**src/hw/rtl/sukt_pkg.sv**
```systemverilog
`timescale 1ns / 1ps

package sukt_pkg;

   localparam int TABLE_DEPTH = 64;
   localparam int IDX_W = (TABLE_DEPTH > 1) ? $clog2(TABLE_DEPTH) : 1;
   localparam int CNT_W = $clog2(TABLE_DEPTH + 1);
   localparam int POS_CMP_W = (IDX_W > 6) ? IDX_W : 6;

   localparam int GROUP_SIZE = 8;
   localparam int GROUP_CNT_W = $clog2(GROUP_SIZE + 1);
   localparam int NUM_GROUPS = (TABLE_DEPTH + GROUP_SIZE - 1) / GROUP_SIZE;

   localparam logic [2:0] FUNC_INSERT = 3'd0;
   localparam logic [2:0] FUNC_REMOVE = 3'd1;
   localparam logic [2:0] FUNC_LOOKUP = 3'd2;
   localparam logic [2:0] FUNC_SET_TYPE = 3'd3;
   localparam logic [2:0] FUNC_COUNT = 3'd4;
   localparam logic [2:0] FUNC_READ = 3'd5;

   localparam logic [2:0] STATUS_DONE = 3'd0;
   localparam logic [2:0] STATUS_DUPLICATE = 3'd1;
   localparam logic [2:0] STATUS_NOT_FOUND = 3'd2;
   localparam logic [2:0] STATUS_FULL = 3'd3;
   localparam logic [2:0] STATUS_POS_EMPTY = 3'd4;

   typedef struct packed {
      logic by_pos;
      logic insert_en;
      logic remove_en;
      logic set_type_en;
   } cell_ctl_type;

   typedef struct packed {
      logic               hit;
      logic signed [31:0] key;
      logic [7:0]         entry_type;
      logic [CNT_W-1:0]   type_count;
   } gather_type;

endpackage

```
**src/hw/rtl/sukt_cell.sv**
```systemverilog
`timescale 1ns / 1ps

module sukt_cell (
   input  logic                         clock,
   input  logic [sukt_pkg::IDX_W-1:0]   index,
   input  logic [sukt_pkg::CNT_W-1:0]   count,
   input  sukt_pkg::cell_ctl_type       ctl,
   input  logic signed [31:0]           cmd_key,
   input  logic [7:0]                   cmd_type,
   input  logic [5:0]                   cmd_pos,
   input  logic                         prev_lt,
   input  logic signed [31:0]           prev_key,
   input  logic [7:0]                   prev_type,
   input  logic signed [31:0]           next_key,
   input  logic [7:0]                   next_type,
   output logic signed [31:0]           key_q,
   output logic [7:0]                   type_q,
   output logic                         lt,
   output logic                         hit,
   output logic                         tmatch
);
   import sukt_pkg::*;

   logic signed [31:0] key_ff, key_in;
   logic [7:0]         type_ff, type_in;
   logic               occupied;
   logic               key_lt;

   assign occupied = CNT_W'(index) < count;
   assign key_lt   = key_ff < cmd_key;
   assign lt       = occupied && key_lt;
   assign tmatch   = occupied && (type_ff == cmd_type);
   assign hit      = occupied && (ctl.by_pos ? (POS_CMP_W'(index) == POS_CMP_W'(cmd_pos))
                                             : (key_ff == cmd_key));

   always_comb begin
      key_in  = key_ff;
      type_in = type_ff;
      if (ctl.insert_en && !lt) begin
         if (prev_lt) begin
            key_in  = cmd_key;
            type_in = cmd_type;
         end else begin
            key_in  = prev_key;
            type_in = prev_type;
         end
      end else if (ctl.remove_en && occupied && !key_lt) begin
         key_in  = next_key;
         type_in = next_type;
      end else if (ctl.set_type_en && hit) begin
         type_in = cmd_type;
      end
   end

   always_ff @(posedge clock) begin
      key_ff  <= key_in;
      type_ff <= type_in;
   end

   assign key_q  = key_ff;
   assign type_q = type_ff;

endmodule

```
**config.mk**
```make
export PLATFORM = sky130hd
export DESIGN_NAME = sukt_cell
export DESIGN_NICKNAME = d
export VERILOG_FILES = /design/src/hw/rtl/sukt_pkg.sv /design/src/hw/rtl/sukt_cell.sv
export SDC_FILE = /design/constraint.sdc
export NUM_CORES = 1
export LEC_CHECK = 0
export BUFFER_PORTS_ARGS = -buffer_cell sky130_fd_sc_hd__buf_2
export CAP_MARGIN = 15
export CORE_MARGIN = 8
export CORE_UTILIZATION = 36
export DETAILED_ROUTE_END_ITERATION = 7
export GPL_TIMING_DRIVEN = 1
export MAX_ROUTING_LAYER = met4
export PLACE_DENSITY = 0.67
export SLEW_MARGIN = 10
export SYNTH_ARGS = -nofsm -noshare
export SYNTH_HDL_FRONTEND = slang
export SYNTH_SLANG_ARGS = --single-unit
```
**constraint.sdc**
```tcl
create_clock -name clock -period 8.55 [get_ports clock]
set_input_delay 0 -clock clock [delete_from_list [all_inputs] [get_ports clock]]
set_output_delay 0 -clock clock [all_outputs]
set_load 0.02 [all_outputs]
```
==> impl_table.tex, run 1 <==
\begin{tabular}{lr}
\hline
Metric & Value \\
\hline
\multicolumn{2}{l}{\textbf{Outcome}} \\
\quad Status & complete, no violations \\
\multicolumn{2}{l}{\textbf{Global route}} \\
\quad Overall global routing resource usage & 17.7\% \\
\quad Maximum number of pins on one net before global-route repair & 35 \\
\quad Antenna violations before repair & 0 \\
\quad Global-route wire length before repair & between 15 and 20 mm \\
\quad Final global-route overflow total & 0 \\
\quad Via count of the first global-routing pass & between 3000 and 4000 \\
\multicolumn{2}{l}{\textbf{Yosys}} \\
\quad Synth cell types & 42 \\
\quad \#FFs+latches synth & 40 \\
\quad Average cell area after synthesis & 9.68 um2 \\
\quad Portion of the post-synthesis area used by sequential elements & about 34\% \\
\quad Top flip-flop cell by instance count after synthesis & sky130\_fd\_sc\_hd\_\_edfxtp\_1 \\
\quad Async SR Flop Fraction & 0\% \\
\quad Synth Cell Area & 0.00351 mm2 \\
\quad Cells after synthesis & 363 \\
\quad Total nets after synthesis & 545 \\
\quad Number of synthesized flops with an enable pin & 40 \\
\quad Warnings from Yosys & 0 \\
\multicolumn{2}{l}{\textbf{Clock network}} \\
\quad Cts bufs inserted & 5 \\
\quad CTS tree & built \\
\quad Setup Fix Bufs, Post-CTS & 0 \\
\quad Resized Gates After CTS & 0 \\
\quad Root Driver & sky130\_fd\_sc\_hd\_\_clkbuf\_8 \\
\quad Depth of the CTS H-tree & 2 \\
\quad CTS Hold Buffers Added & 0 \\
\quad Number of buffers on the longest clock path & 2 \\
\quad Clock latency on the worst-skew pair & 0.30 ns \\
\quad Clk slew on worst S/H paths & $\sim$0.090 ns \\
\quad Sink count of the clock tree & 40 \\
\multicolumn{2}{l}{\textbf{Timing}} \\
\quad Final Hold Fails & 0 \\
\quad Clock skew after layout & 0.0113 ns \\
\quad Total setup violations reported at the end of the flow & 0 \\
\quad Slew at the pin with the worst max-slew slack & 1.04 ns \\
\quad Maximum frequency from static timing analysis & 258 MHz \\
\quad Final period utilization & 45.3\% \\
\quad Count of pins over their slew limit & 0 \\
\quad Setup TNS after final layout & 0 ns \\
\quad RSZ-0062 raised after global routing & false \\
\quad Normalized max-slew margin & 30.6\% \\
\quad Final critical path time including I/O delays and setup & 3.87 ns \\
\multicolumn{2}{l}{\textbf{Floorplan}} \\
\quad Initial standard-cell utilization of the core & 36.5\% \\
\quad Die Span X & roughly 110 um \\
\quad Height of the die & 115 um \\
\quad Core ar. & between 0.009 and 0.01 mm2 \\
\quad Die footprint & 0.0132 mm2 \\
\quad Cell row count & 36 \\
\quad Count of boundary I/O pins & 188 \\
\multicolumn{2}{l}{\textbf{Drt}} \\
\quad Mean routed wirelength per cell & 17.4 um \\
\quad Final Routed Wirelength & 11.7 mm \\
\quad DRT iter0 DRCs & roughly 160 \\
\quad Number of search-and-repair iterations in the first detailed-routing pass & 4 \\
\quad Via count & 3470 \\
\quad Final antenna-violating net count & 0 \\
\quad Total DRC errors in the routed layout & 0 \\
\quad Vias/cell & 5.18 \\
\multicolumn{2}{l}{\textbf{Job}} \\
\quad Number of max-capacitance violations reported & 0 \\
\multicolumn{2}{l}{\textbf{Final layout}} \\
\quad Nets & 718 \\
\quad End-of-flow core utilization & 48.1\% \\
\quad Leading cell types in the layout, fill and taps excluded & 187 x sky130\_fd\_sc\_hd\_\_buf\_2, 48 x sky130\_fd\_sc\_hd\_\_inv\_1, 48 x sky130\_fd\_sc\_hd\_\_a21oi\_1, 40 x sky130\_fd\_sc\_hd\_\_edfxtp\_1, 37 x sky130\_fd\_sc\_hd\_\_ha\_1 \\
\quad Number of filler cells placed in the layout & between 900 and 1000 \\
\quad Leading cell type in the layout, fill and taps excluded & sky130\_fd\_sc\_hd\_\_buf\_2 \\
\quad Growth of design area from synthesis to finish & 31.9\% \\
\quad Number of antenna repair diodes & 0 \\
\quad Fraction of layout instances using a drive strength above 1 & 39.9\% \\
\multicolumn{2}{l}{\textbf{Place}} \\
\quad Final weighted congestion in routability-driven placement & between 0.8 and 0.9 \\
\quad Number of I/O port buffers & 187 \\
\quad Dpl hpwl & 9.44 mm \\
\multicolumn{2}{l}{\textbf{Setup path}} \\
\quad Nature of the critical path startpoint & register \\
\quad Reg-to-Reg Start & key\_q[31]\$\_DFFE\_PP\_ \\
\quad Launch point of the critical path & key\_q[31]\$\_DFFE\_PP\_ \\
\quad Worst Path Max Fanout & 21 \\
\quad Critical path class & register to register \\
\quad Worst Setup End Kind & register \\
\quad WP data required & 8.52 ns \\
\quad Worst path arrival time & 3.84 ns \\
\multicolumn{2}{l}{\textbf{Power}} \\
\quad Power density of the placed cells & 242 mW/mm2 \\
\quad Maximum vdd drop & roughly 0.10 mV \\
\quad Lkg Pwr & roughly 2.3 nW \\
\multicolumn{2}{l}{\textbf{Worst hold path}} \\
\quad Startpoint of the worst hold path & next\_key[4] \\
\quad Class of the tightest hold or removal check & primary input to register \\
\hline
\end{tabular}
==> power breakdown <==
part	leakage, nW	internal [mW]	total, mW	switching, mW
registers	0.383	0.326	0.368	0.0413
clock network	0.0548	0.0880	0.162	0.0737
logic	1.82	0.206	0.593	0.386
total	2.26	0.621	1.12	0.501
==> synthesized netlist by cell type (6+ instances only) <==
library cell	instances	area [um2]
sky130_fd_sc_hd__a221oi_2	8	120
sky130_fd_sc_hd__a31oi_1	33	206
sky130_fd_sc_hd__inv_1	48	180
sky130_fd_sc_hd__nand4_1	9	56.3
sky130_fd_sc_hd__edfxtp_1	40	1200
sky130_fd_sc_hd__mux2i_1	32	320
sky130_fd_sc_hd__xnor2_1	11	96.3
sky130_fd_sc_hd__clkbuf_1	12	45.0
sky130_fd_sc_hd__ha_1	37	463
sky130_fd_sc_hd__nor2_1	8	30.0
sky130_fd_sc_hd__nor4b_1	8	70.1
sky130_fd_sc_hd__buf_6	6	67.6
sky130_fd_sc_hd__a21oi_1	48	240
sky130_fd_sc_hd__nor3_1	12	60.1
==> sequential cells by signal (all words and copies together), names as in the netlist <==
register	count
key_q	32
type_q	8
==> logic make-up after synthesis <==
kind of cell	synth area share (%)
AOI/OAI and AO/OA	20.5
buffers and inverters	9.04
and+or+nand+nor	10.5
DFF	34.2
adders and majority gates	13.2
muxes	9.11
xor gates and xnor gates	3.49
==> worst paths after layout <==
path | endpoint | slack, ns | depth (start not counted)
setup / recovery | key_q[17]$_DFFE_PP_ | 4.68 | 8
hold / removal | key_q[4]$_DFFE_PP_ | 0.03 | 3
setup reg to reg | key_q[17]$_DFFE_PP_ | 4.68 | 8
hold reg to reg | type_q[0]$_DFFE_PP_ | 1.42 | 6
==> routing by layer <==
metal | wire, um | vias to the layer above | track usage [%]
li1 | - | 1726 | -
met1 | 4990 | 1611 | 20.7
met2 | 5800 | 122 | 30.6
met3 | 724 | 11 | 3.68
met4 | 147 | 0 | 3.85
met5 | 0 | - | -
==> per-stage QoR <==
stage / hold WS, ns / cells / power (mW) / setup WS [ns] / area (um2)
after floorplan: 0.200 / 363 / 0.775 / 3.41 / 3510
after global placement: 0.323 / 662 / 0.951 / 4.76 / 4520
after detailed placement: 0.335 / 662 / 0.968 / 4.64 / 4520
after CTS: 0.0171 / 670 / 1.13 / 4.63 / 4630
after global routing: 0.0304 / 670 / 1.20 / 4.39 / 4630
final: 0.0268 / 670 / 1.12 / 4.68 / 4630
==> cell type report <==
class	count	area, um2	area share (%)
Clock buffer	5	68.8	1.48
Clock inverter	3	46.3	0.999
Inverter	48	180	3.89
Multi-Input combinational cell	252	2020	43.6
Sequential cell	40	1200	25.9
Tap cell	133	166	3.59
Timing Repair Buffer	189	951	20.5
==> worst max-delay path, stage by stage, from the launching register on <==
cell and delay, ns:
sky130_fd_sc_hd__edfxtp_1 0.41, sky130_fd_sc_hd__ha_1 0.35, sky130_fd_sc_hd__nand4_2 0.15, sky130_fd_sc_hd__nor2_1 0.06, sky130_fd_sc_hd__a22oi_1 0.17, sky130_fd_sc_hd__or4b_1 0.63, sky130_fd_sc_hd__o211a_1 0.43, sky130_fd_sc_hd__nor3_2 0.89
sky130_fd_sc_hd__buf_4 0.43
No activity file was read; power rests on OpenSTA's default activity.
==> run 2, diff against run 1 <==
- ABC_AREA: default -> 1
- PLACE_DENSITY: 0.67 -> 0.65
- clock period: 8.55 -> 3.6 ns (I/O delays scaled with it)
==> run 2 against run 1 <==
Sequential cell count stayed put. Synthesized cell count is 28% higher. First-iteration DRC count is 7.0% lower. Die area is 7.5% higher. Non-clock buffer count is 27 higher. Clock power is 120% higher. Critical path type unchanged. Area after synthesis is 8.7% higher. Critical endpoint is now key_q[9]$_DFFE_PP_. Power grew to 2.8 times the previous value. Sequential share of layout area is 2.7 points lower.
==> impl_table.tex, run 2 <==
\begin{tabular}{lr}
\hline
Metric & Value \\
\hline
\multicolumn{2}{l}{\textbf{Place}} \\
\quad Number of I/O port buffers & 187 \\
\quad Number of instances in the placed design & 777 \\
\quad Dpl hpwl & 9.60 mm \\
\quad Final weighted congestion in routability-driven placement & 0.794 \\
\multicolumn{2}{l}{\textbf{Setup path}} \\
\quad Worst Path Max Fanout & 12 \\
\quad Reg-to-Reg Start & key\_q[31]\$\_DFFE\_PP\_ \\
\quad Worst path arrival time & 2.92 ns \\
\quad Critical path class & register to register \\
\quad WP data required & 3.59 ns \\
\quad Depth of the most critical reg-to-reg path & 10 \\
\quad Worst Setup End Kind & register \\
\quad Nature of the critical path startpoint & register \\
\quad Setup slack on the worst flop-to-flop path & between 0.6 and 0.7 ns \\
\quad Critical register-to-register path endpoint & key\_q[9]\$\_DFFE\_PP\_ \\
\multicolumn{2}{l}{\textbf{Power}} \\
\quad Switching power & 1.44 mW \\
\quad Sw Share & 46.2\% \\
\quad Part of the total power dissipated in the clock network & 11.4\% \\
\quad Part of the total power dissipated in combinational logic & approximately 58\% \\
\quad Lkg Pwr & 2.76 nW \\
\quad Design internal power & 1.68 mW \\
\quad Maximum vdd drop & 0.271 mV \\
\quad Relative contribution of sequential cells to total power & 31.1\% \\
\quad Power density of the placed cells & about 610 mW/mm2 \\
\multicolumn{2}{l}{\textbf{Yosys}} \\
\quad Synth Cell Area & 0.00382 mm2 \\
\quad Share of the synthesized area in compound gates (AO/OA/AOI/OAI) & 16.3\% \\
\quad Dominant combinational cell family by area after synthesis & simple AND/OR/NAND/NOR gates \\
\quad Average cell area after synthesis & 8.23 um2 \\
\quad Number of synthesized flops with an enable pin & 40 \\
\quad \#FFs+latches synth & 40 \\
\quad Mux contribution to synthesized area & 0.262\% \\
\quad Synth cell types & 32 \\
\quad Library cell with the highest instance count after synthesis & sky130\_fd\_sc\_hd\_\_nand2\_1 \\
\quad Largest area contributor in the synthesized netlist & sky130\_fd\_sc\_hd\_\_edfxtp\_1 \\
\quad Warnings from Yosys & 0 \\
\quad Top flip-flop cell by instance count after synthesis & sky130\_fd\_sc\_hd\_\_edfxtp\_1 \\
\quad Top area cells in the synthesized netlist & sky130\_fd\_sc\_hd\_\_edfxtp\_1 31\%, sky130\_fd\_sc\_hd\_\_ha\_1 12\%, sky130\_fd\_sc\_hd\_\_nand2\_1 11\% \\
\quad Most frequent cells after synthesis & 107 x sky130\_fd\_sc\_hd\_\_nand2\_1, 74 x sky130\_fd\_sc\_hd\_\_inv\_1, 43 x sky130\_fd\_sc\_hd\_\_o21ai\_0 \\
\quad Total nets after synthesis & 646 \\
\quad Basic-gate share of the synthesized area counting and, or, nand and nor cells & 26.7\% \\
\quad Area share of xor/xnor cells in the synthesized design & 2.06\% \\
\quad Cells after synthesis & around 460 \\
\quad Adder and majority cell fraction of the synthesized area & 12.1\% \\
\quad Portion of the post-synthesis area used by sequential elements & 31.4\% \\
\quad Area share of the largest cell type after synthesis & 31.4\% \\
\quad Async SR Flop Fraction & 0\% \\
\multicolumn{2}{l}{\textbf{Clock network}} \\
\quad Resized Gates After CTS & 0 \\
\quad Depth of the CTS H-tree & 2 \\
\quad Sink count of the clock tree & 40 \\
\quad Clock latency on the worst-skew pair & around 0.28 ns \\
\quad Setup Fix Bufs, Post-CTS & 0 \\
\quad Root Driver & sky130\_fd\_sc\_hd\_\_clkbuf\_8 \\
\quad Clk slew on worst S/H paths & 0.08 ns \\
\quad CTS tree & built \\
\quad Number of buffers on the longest clock path & 2 \\
\quad Cts bufs inserted & 5 \\
\multicolumn{2}{l}{\textbf{Outcome}} \\
\quad Status & complete, no violations \\
\multicolumn{2}{l}{\textbf{Final layout}} \\
\quad Leading cell types in the layout, fill and taps excluded & 187 x sky130\_fd\_sc\_hd\_\_buf\_2, 107 x sky130\_fd\_sc\_hd\_\_nand2\_1, 74 x sky130\_fd\_sc\_hd\_\_inv\_1, 43 x sky130\_fd\_sc\_hd\_\_o21ai\_0, 40 x sky130\_fd\_sc\_hd\_\_edfxtp\_1 \\
\quad Nets & 853 \\
\quad Number of filler cells placed in the layout & $\sim$990 \\
\quad Area of combinational cells with multiple inputs & 0.00219 mm2 \\
\quad Footprint of the flip-flops and latches & 0.00120 mm2 \\
\quad Growth of design area from synthesis to finish & 35.2\% \\
\quad Leading cell type in the layout, fill and taps excluded & sky130\_fd\_sc\_hd\_\_buf\_2 \\
\quad Number of flip-flops in the largest register & 32 \\
\quad Final cell count without fillers & 809 \\
\quad Fraction of layout instances using a drive strength above 1 & 41.4\% \\
\multicolumn{2}{l}{\textbf{Global route}} \\
\quad Overall global routing resource usage & about 16\% \\
\quad Global-route wire length before repair & 18.9 mm \\
\quad Maximum number of pins on one net before global-route repair & 44 \\
\quad Antenna violations before repair & 1 \\
\quad Final global-route overflow total & 0 \\
\quad Via count of the first global-routing pass & 4035 \\
\multicolumn{2}{l}{\textbf{Floorplan}} \\
\quad Cell row count & 37 \\
\quad Die Span X & 119 um \\
\quad Core ar. & 0.0103 mm2 \\
\quad Height of the die & between 100 and 150 um \\
\quad Die footprint & 0.0142 mm2 \\
\quad Count of boundary I/O pins & $\sim$190 \\
\quad Initial standard-cell utilization of the core & 37.0\% \\
\multicolumn{2}{l}{\textbf{Timing}} \\
\quad Count of pins over their slew limit & 0 \\
\quad Normalized max-slew margin & between 60\% and 70\% \\
\quad Slew at the pin with the worst max-slew slack & around 0.55 ns \\
\quad RSZ-0062 raised after global routing & false \\
\quad Final critical path time including I/O delays and setup & 2.93 ns \\
\quad Maximum frequency from static timing analysis & approximately 340 MHz \\
\quad Total setup violations reported at the end of the flow & 0 \\
\quad Final period utilization & 81.5\% \\
\quad Final Hold Fails & 0 \\
\quad Setup TNS after final layout & 0 ns \\
\quad Clock skew after layout & approximately 0.0077 ns \\
\multicolumn{2}{l}{\textbf{Worst hold path}} \\
\quad Number of instances on the worst hold path & 3 \\
\quad Class of the tightest hold or removal check & primary input to register \\
\quad Hold Path Sink & key\_q[4]\$\_DFFE\_PP\_ \\
\quad Startpoint of the worst hold path & next\_key[4] \\
\multicolumn{2}{l}{\textbf{Drt}} \\
\quad Final Routed Wirelength & about 11 mm \\
\quad Total DRC errors in the routed layout & 0 \\
\quad Vias/cell & 4.68 \\
\quad DRT iter0 DRCs & 146 \\
\quad Mean routed wirelength per cell & $\sim$14 um \\
\quad Number of search-and-repair iterations in the first detailed-routing pass & 4 \\
\quad Final antenna-violating net count & 0 \\
\quad Via count & approximately 3800 \\
\multicolumn{2}{l}{\textbf{Job}} \\
\quad Number of max-capacitance violations reported & 0 \\
\hline
\end{tabular}
run 2: layout make-up:
cell class	count	area share [%]
multi-input cells	333	42.4
repair buffers	216	23.4
flip-flops and latches	40	23.3
inverters	75	5.45
well taps	136	3.29
clock buffers	5	1.33
clock inverters	3	0.727
diodes	1	0.0484
run 2: per-layer routing:
metal  routed length [um]  track usage (%)  vias to the layer above
li1                     -                -                     1947
met3                  734             3.92                       12
met2                 5550             28.3                      136
met5                    0                -                        -
met4                  167             4.51                        0
met1                 4940             18.5                     1688
run 2: cells by family after synthesis:
kind of cell             count (synthesis)
adder cells (fa/ha/maj)                 37
flip-flops                              40
AO/OA/AOI/OAI                           98
AND/OR/NAND/NOR                        188
XOR/XNOR                                 9
multiplexers                             1
buffers and inverters                   91
run 2: stage by stage:
stage	util [%]	hold slack (ns)	power, mW	setup WS, ns	instance area (um2)
finish	50.0	0.0156	3.12	0.668	5160
CTS	49.8	0.00139	3.17	0.614	5140
global placement	46.7	0.281	2.73	0.728	4830
floorplan	-	0.170	2.29	0.607	3820
global route	50.0	0.00688	3.40	0.338	5160
detailed placement	46.7	0.282	2.79	0.632	4830
run 2: power by group through the flow:
stage                     Sequential, mW  Combinational (mW)  Clock, mW
after CTS                          0.973                1.83      0.370
after global routing                1.00                2.00      0.393
final                              0.972                1.80      0.355
after global placement             0.963                1.77          0
after floorplan                     1.25                1.04          0
after detailed placement           0.984                1.81          0
run 2: worst max-delay path by stage:
| stage | slack [ns] | depth (start not counted) | from | end |
|---|---|---|---|---|
| 6_report | 0.67 | 10 | key_q[31]$_DFFE_PP_ | key_q[9]$_DFFE_PP_ |
| 5_1_grt | 0.34 | 10 | key_q[31]$_DFFE_PP_ | key_q[1]$_DFFE_PP_ |
| 4_1_cts | 0.61 | 10 | key_q[31]$_DFFE_PP_ | key_q[1]$_DFFE_PP_ |
| 3_5_place_dp | 0.63 | 10 | key_q[31]$_DFFE_PP_ | key_q[7]$_DFFE_PP_ |
| 3_3_place_gp | 0.73 | 12 | key_q[15]$_DFFE_PP_ | key_q[11]$_DFFE_PP_ |
| 2_1_floorplan | 0.61 | 11 | key_q[31]$_DFFE_PP_ | key_q[0]$_DFFE_PP_ |
run 2: what timing repair did:
action | in CTS | in global routing
setup endpoints to repair | 0 | 0
hold buffers | 21 | 2
hold endpoints to repair | 21 | 2
run 2: worst max-delay path, cell delays in order, from the launching register on:
cell and delay (ns):
sky130_fd_sc_hd__edfxtp_1 0.39, sky130_fd_sc_hd__ha_1 0.36, sky130_fd_sc_hd__a21oi_1 0.18, sky130_fd_sc_hd__o21a_1 0.13
sky130_fd_sc_hd__nand2_1 0.05, sky130_fd_sc_hd__a21oi_2 0.20, sky130_fd_sc_hd__nand2_2 0.10, sky130_fd_sc_hd__nand2_2 0.14
sky130_fd_sc_hd__nand3_1 0.30, sky130_fd_sc_hd__nand2_1 0.46, sky130_fd_sc_hd__buf_4 0.30
==> run 3, diff against run 2 <==
- clock period: 3.6 -> 2.7 ns (I/O delays scaled with it)
==> run 3 against run 2 <==
Register-to-register slack got worse by 0.40 ns. Clock-buffer cell count rose by 2. Critical path depth rose by 3. Sequential cell count did not move. Final area rose by 1.6%. Die area did not move. Worst hold slack got worse by 0.013 ns. Clock skew fell by 0.00076 ns. Final cell count rose by 0.74%. Worst setup slack got worse by 0.40 ns. Combinational power rose by 39%. Critical endpoint is now key_q[31]$_DFFE_PP_.
==> impl_table.tex, run 3 (synthesized netlist as in run 2, its figures left out) <==
\begin{tabular}{lr}
\hline
Metric & Value \\
\hline
\multicolumn{2}{l}{\textbf{Timing}} \\
\quad Final Hold Fails & 0 \\
\quad Final period utilization & around nine tenths \\
\quad Count of pins over their slew limit & 0 \\
\quad Total setup violations reported at the end of the flow & 0 \\
\quad Normalized max-slew margin & about half \\
\quad Final setup slack of the worst path & 0.273 ns \\
\quad Slew at the pin with the worst max-slew slack & 0.725 ns \\
\quad Clock skew after layout & 0.00693 ns \\
\quad RSZ-0062 raised after global routing & false \\
\quad Maximum frequency from static timing analysis & 412 MHz \\
\quad Setup TNS after final layout & 0 ns \\
\quad Final critical path time including I/O delays and setup & 2.43 ns \\
\multicolumn{2}{l}{\textbf{Global route}} \\
\quad Via count of the first global-routing pass & around 4300 \\
\quad Antenna violations before repair & 2 \\
\quad Final global-route overflow total & 0 \\
\quad Maximum number of pins on one net before global-route repair & 40 \\
\quad Global-route wire length before repair & $\sim$19 mm \\
\quad Overall global routing resource usage & between 10\% and 20\% \\
\multicolumn{2}{l}{\textbf{Setup path}} \\
\quad Cells traversed along the worst timing path & ha\_1, nand2\_1, nor2\_1, nand4\_1, nor2\_4, nand2\_2, nand2\_2, nand2\_1, nand3\_2, nand2\_8, buf\_16, nand2\_1, o21ai\_2 \\
\quad Worst path arrival time & 2.48 ns \\
\quad Nature of the critical path startpoint & register \\
\quad Worst Setup End Kind & register \\
\quad Most frequent cell on the critical path & sky130\_fd\_sc\_hd\_\_nand2\_1 \\
\quad Reg-to-Reg Start & key\_q[23]\$\_DFFE\_PP\_ \\
\quad Critical Path Max Stage Delay & 0.40 ns \\
\quad Depth of the most critical reg-to-reg path & 13 \\
\quad WP data required & 2.76 ns \\
\quad Cell with the largest stage delay on the worst path & sky130\_fd\_sc\_hd\_\_edfxtp\_1 \\
\quad Critical path class & register to register \\
\quad Critical register-to-register path endpoint & key\_q[31]\$\_DFFE\_PP\_ \\
\quad Worst Path Max Fanout & 32 \\
\quad Setup slack on the worst flop-to-flop path & 0.27 ns \\
\multicolumn{2}{l}{\textbf{Floorplan}} \\
\quad Initial standard-cell utilization of the core & between 30\% and 40\% \\
\quad Height of the die & 119 um \\
\quad Count of boundary I/O pins & between 150 and 200 \\
\quad Die Span X & 119 um \\
\quad Core ar. & a little over 0.01 mm2 \\
\quad Die footprint & between 0.01 and 0.015 mm2 \\
\quad Cell row count & 37 \\
\multicolumn{2}{l}{\textbf{Worst hold path}} \\
\quad Class of the tightest hold or removal check & primary input to register \\
\quad Startpoint of the worst hold path & next\_key[3] \\
\quad Hold Path Sink & key\_q[3]\$\_DFFE\_PP\_ \\
\quad Number of instances on the worst hold path & 3 \\
\multicolumn{2}{l}{\textbf{Clock network}} \\
\quad Cts bufs inserted & 5 \\
\quad CTS tree & built \\
\quad Number of buffers on the longest clock path & 2 \\
\quad Clock latency on the worst-skew pair & between 0.2 and 0.3 ns \\
\quad Sink count of the clock tree & 40 \\
\quad Setup Fix Bufs, Post-CTS & 0 \\
\quad Depth of the CTS H-tree & 2 \\
\quad Clk slew on worst S/H paths & 0.08 ns \\
\quad Root Driver & sky130\_fd\_sc\_hd\_\_clkbuf\_8 \\
\multicolumn{2}{l}{\textbf{Power}} \\
\quad Switching power & 1.97 mW \\
\quad Sw Share & 46.9\% \\
\quad Design internal power & 2.23 mW \\
\quad Part of the total power dissipated in combinational logic & 59.8\% \\
\quad Lkg Pwr & 2.78 nW \\
\quad Relative contribution of sequential cells to total power & 30.6\% \\
\quad Pwr Total & around 4.2 mW \\
\quad Power density of the placed cells & roughly 800 mW/mm2 \\
\quad Maximum vdd drop & around 0.31 mV \\
\quad Part of the total power dissipated in the clock network & 9.6\% \\
\multicolumn{2}{l}{\textbf{Job}} \\
\quad Number of max-capacitance violations reported & 0 \\
\multicolumn{2}{l}{\textbf{Final layout}} \\
\quad End-of-flow core utilization & 50.8\% \\
\quad Growth of design area from synthesis to finish & 37.4\% \\
\quad Leading cell types in the layout, fill and taps excluded & 187 x sky130\_fd\_sc\_hd\_\_buf\_2, 106 x sky130\_fd\_sc\_hd\_\_nand2\_1, 74 x sky130\_fd\_sc\_hd\_\_inv\_1, 43 x sky130\_fd\_sc\_hd\_\_o21ai\_0, 40 x sky130\_fd\_sc\_hd\_\_edfxtp\_1 \\
\quad Leading cell type in the layout, fill and taps excluded & sky130\_fd\_sc\_hd\_\_buf\_2 \\
\quad Number of flip-flops in the largest register & 32 \\
\quad Nets & 858 \\
\quad Number of filler cells placed in the layout & 993 \\
\quad Footprint of the flip-flops and latches & 0.00120 mm2 \\
\quad Fraction of layout instances using a drive strength above 1 & 41.5\% \\
\quad Area of combinational cells with multiple inputs & 0.00221 mm2 \\
\multicolumn{2}{l}{\textbf{Place}} \\
\quad Dpl hpwl & 9.54 mm \\
\quad Number of I/O port buffers & 187 \\
\quad Post-Place Setup Slack & 0.114 ns \\
\quad Final weighted congestion in routability-driven placement & 0.821 \\
\multicolumn{2}{l}{\textbf{Drt}} \\
\quad Final Routed Wirelength & $\sim$11 mm \\
\quad Total DRC errors in the routed layout & 0 \\
\quad Via count & 3806 \\
\quad DRT iter0 DRCs & 121 \\
\quad Final antenna-violating net count & 0 \\
\quad Vias/cell & 4.67 \\
\quad Number of search-and-repair iterations in the first detailed-routing pass & 4 \\
\quad Mean routed wirelength per cell & 14.0 um \\
\multicolumn{2}{l}{\textbf{Outcome}} \\
\quad Status & complete, no violations \\
\hline
\end{tabular}
[run 3: cell count changes in the layout (fill, tap and decap cells not counted), moves of 2 or more]
| cell | before | now |
|---|---|---|
| sky130_fd_sc_hd__buf_6 | 0 | 2 |
| sky130_fd_sc_hd__dlygate4sd3_1 | 23 | 27 |
| sky130_fd_sc_hd__clkbuf_1 | 0 | 2 |
| sky130_fd_sc_hd__buf_4 | 6 | 3 |
[run 3: worst max-delay path, delay by kind of cell (launching register included)]
kind	cells	cell delay, ns
AND/OR/NAND/NOR	10	1.18
adder cells (fa/ha/maj)	1	0.31
AO/OA/AOI/OAI	1	0.05
flip-flops	1	0.40
buffers and inverters	1	0.23
[run 3: what timing repair did]
action	in CTS	in global routing
gates resized for setup	0	6
hold buffers	27	0
endpoints found under the setup margin	0	63
hold endpoints to repair	27	0
[run 3: routing by layer]
| metal | up-vias | share of wire, % | global-route usage, % | wire (um) |
|---|---|---|---|---|
| met4 | 0 | 1.2 | 4.19 | 142 |
| li1 | 1965 | - | - | - |
| met3 | 13 | 6.8 | 4.25 | 781 |
| met2 | 137 | 50 | 29.4 | 5720 |
| met5 | - | 0 | - | 0 |
| met1 | 1691 | 42 | 18.0 | 4780 |
[run 3: power groups by stage]
| stage | Clock [mW] | Combinational (mW) | Sequential [mW] |
|---|---|---|---|
| 2_1_floorplan | 0 | 1.40 | 1.66 |
| 3_3_place_gp | 0 | 2.42 | 1.29 |
| 3_5_place_dp | 0 | 2.48 | 1.30 |
| 4_1_cts | 0.409 | 2.52 | 1.29 |
| 5_1_grt | 0.431 | 2.80 | 1.33 |
| 6_report | 0.402 | 2.51 | 1.28 |
[run 3: how the worst max path moves through the flow]
stage / to / startpoint / depth (start not counted) / slack [ns]
after global routing: key_q[31]$_DFFE_PP_ / key_q[7]$_DFFE_PP_ / 15 / 0.003
after global placement: key_q[15]$_DFFE_PP_ / key_q[7]$_DFFE_PP_ / 13 / 0.18
after CTS: type_q[7]$_DFFE_PP_ / key_q[23]$_DFFE_PP_ / 10 / 0.09
after detailed placement: type_q[7]$_DFFE_PP_ / key_q[23]$_DFFE_PP_ / 10 / 0.11
after floorplan: key_q[0]$_DFFE_PP_ / key_q[31]$_DFFE_PP_ / 11 / 0.01
final: key_q[31]$_DFFE_PP_ / key_q[23]$_DFFE_PP_ / 13 / 0.27
[run 3: final cells by class]
type	instances	share of cell area, %
inverters	75	5.36
multi-input cells	333	42.1
repair buffers	221	24.7
diodes	2	0.0954
clock inverters	1	0.0715
well taps	136	3.24
clock buffers	7	1.45
flip-flops and latches	40	22.9
[run 3: per-stage QoR]
step,instances,area (um2),hold WS (ns)
detailed placement,778,4860,0.277
floorplan,464,3820,0.170
CTS,813,5210,0.000463
global route,815,5250,0.00536
finish,815,5250,0.00292
global placement,778,4860,0.278
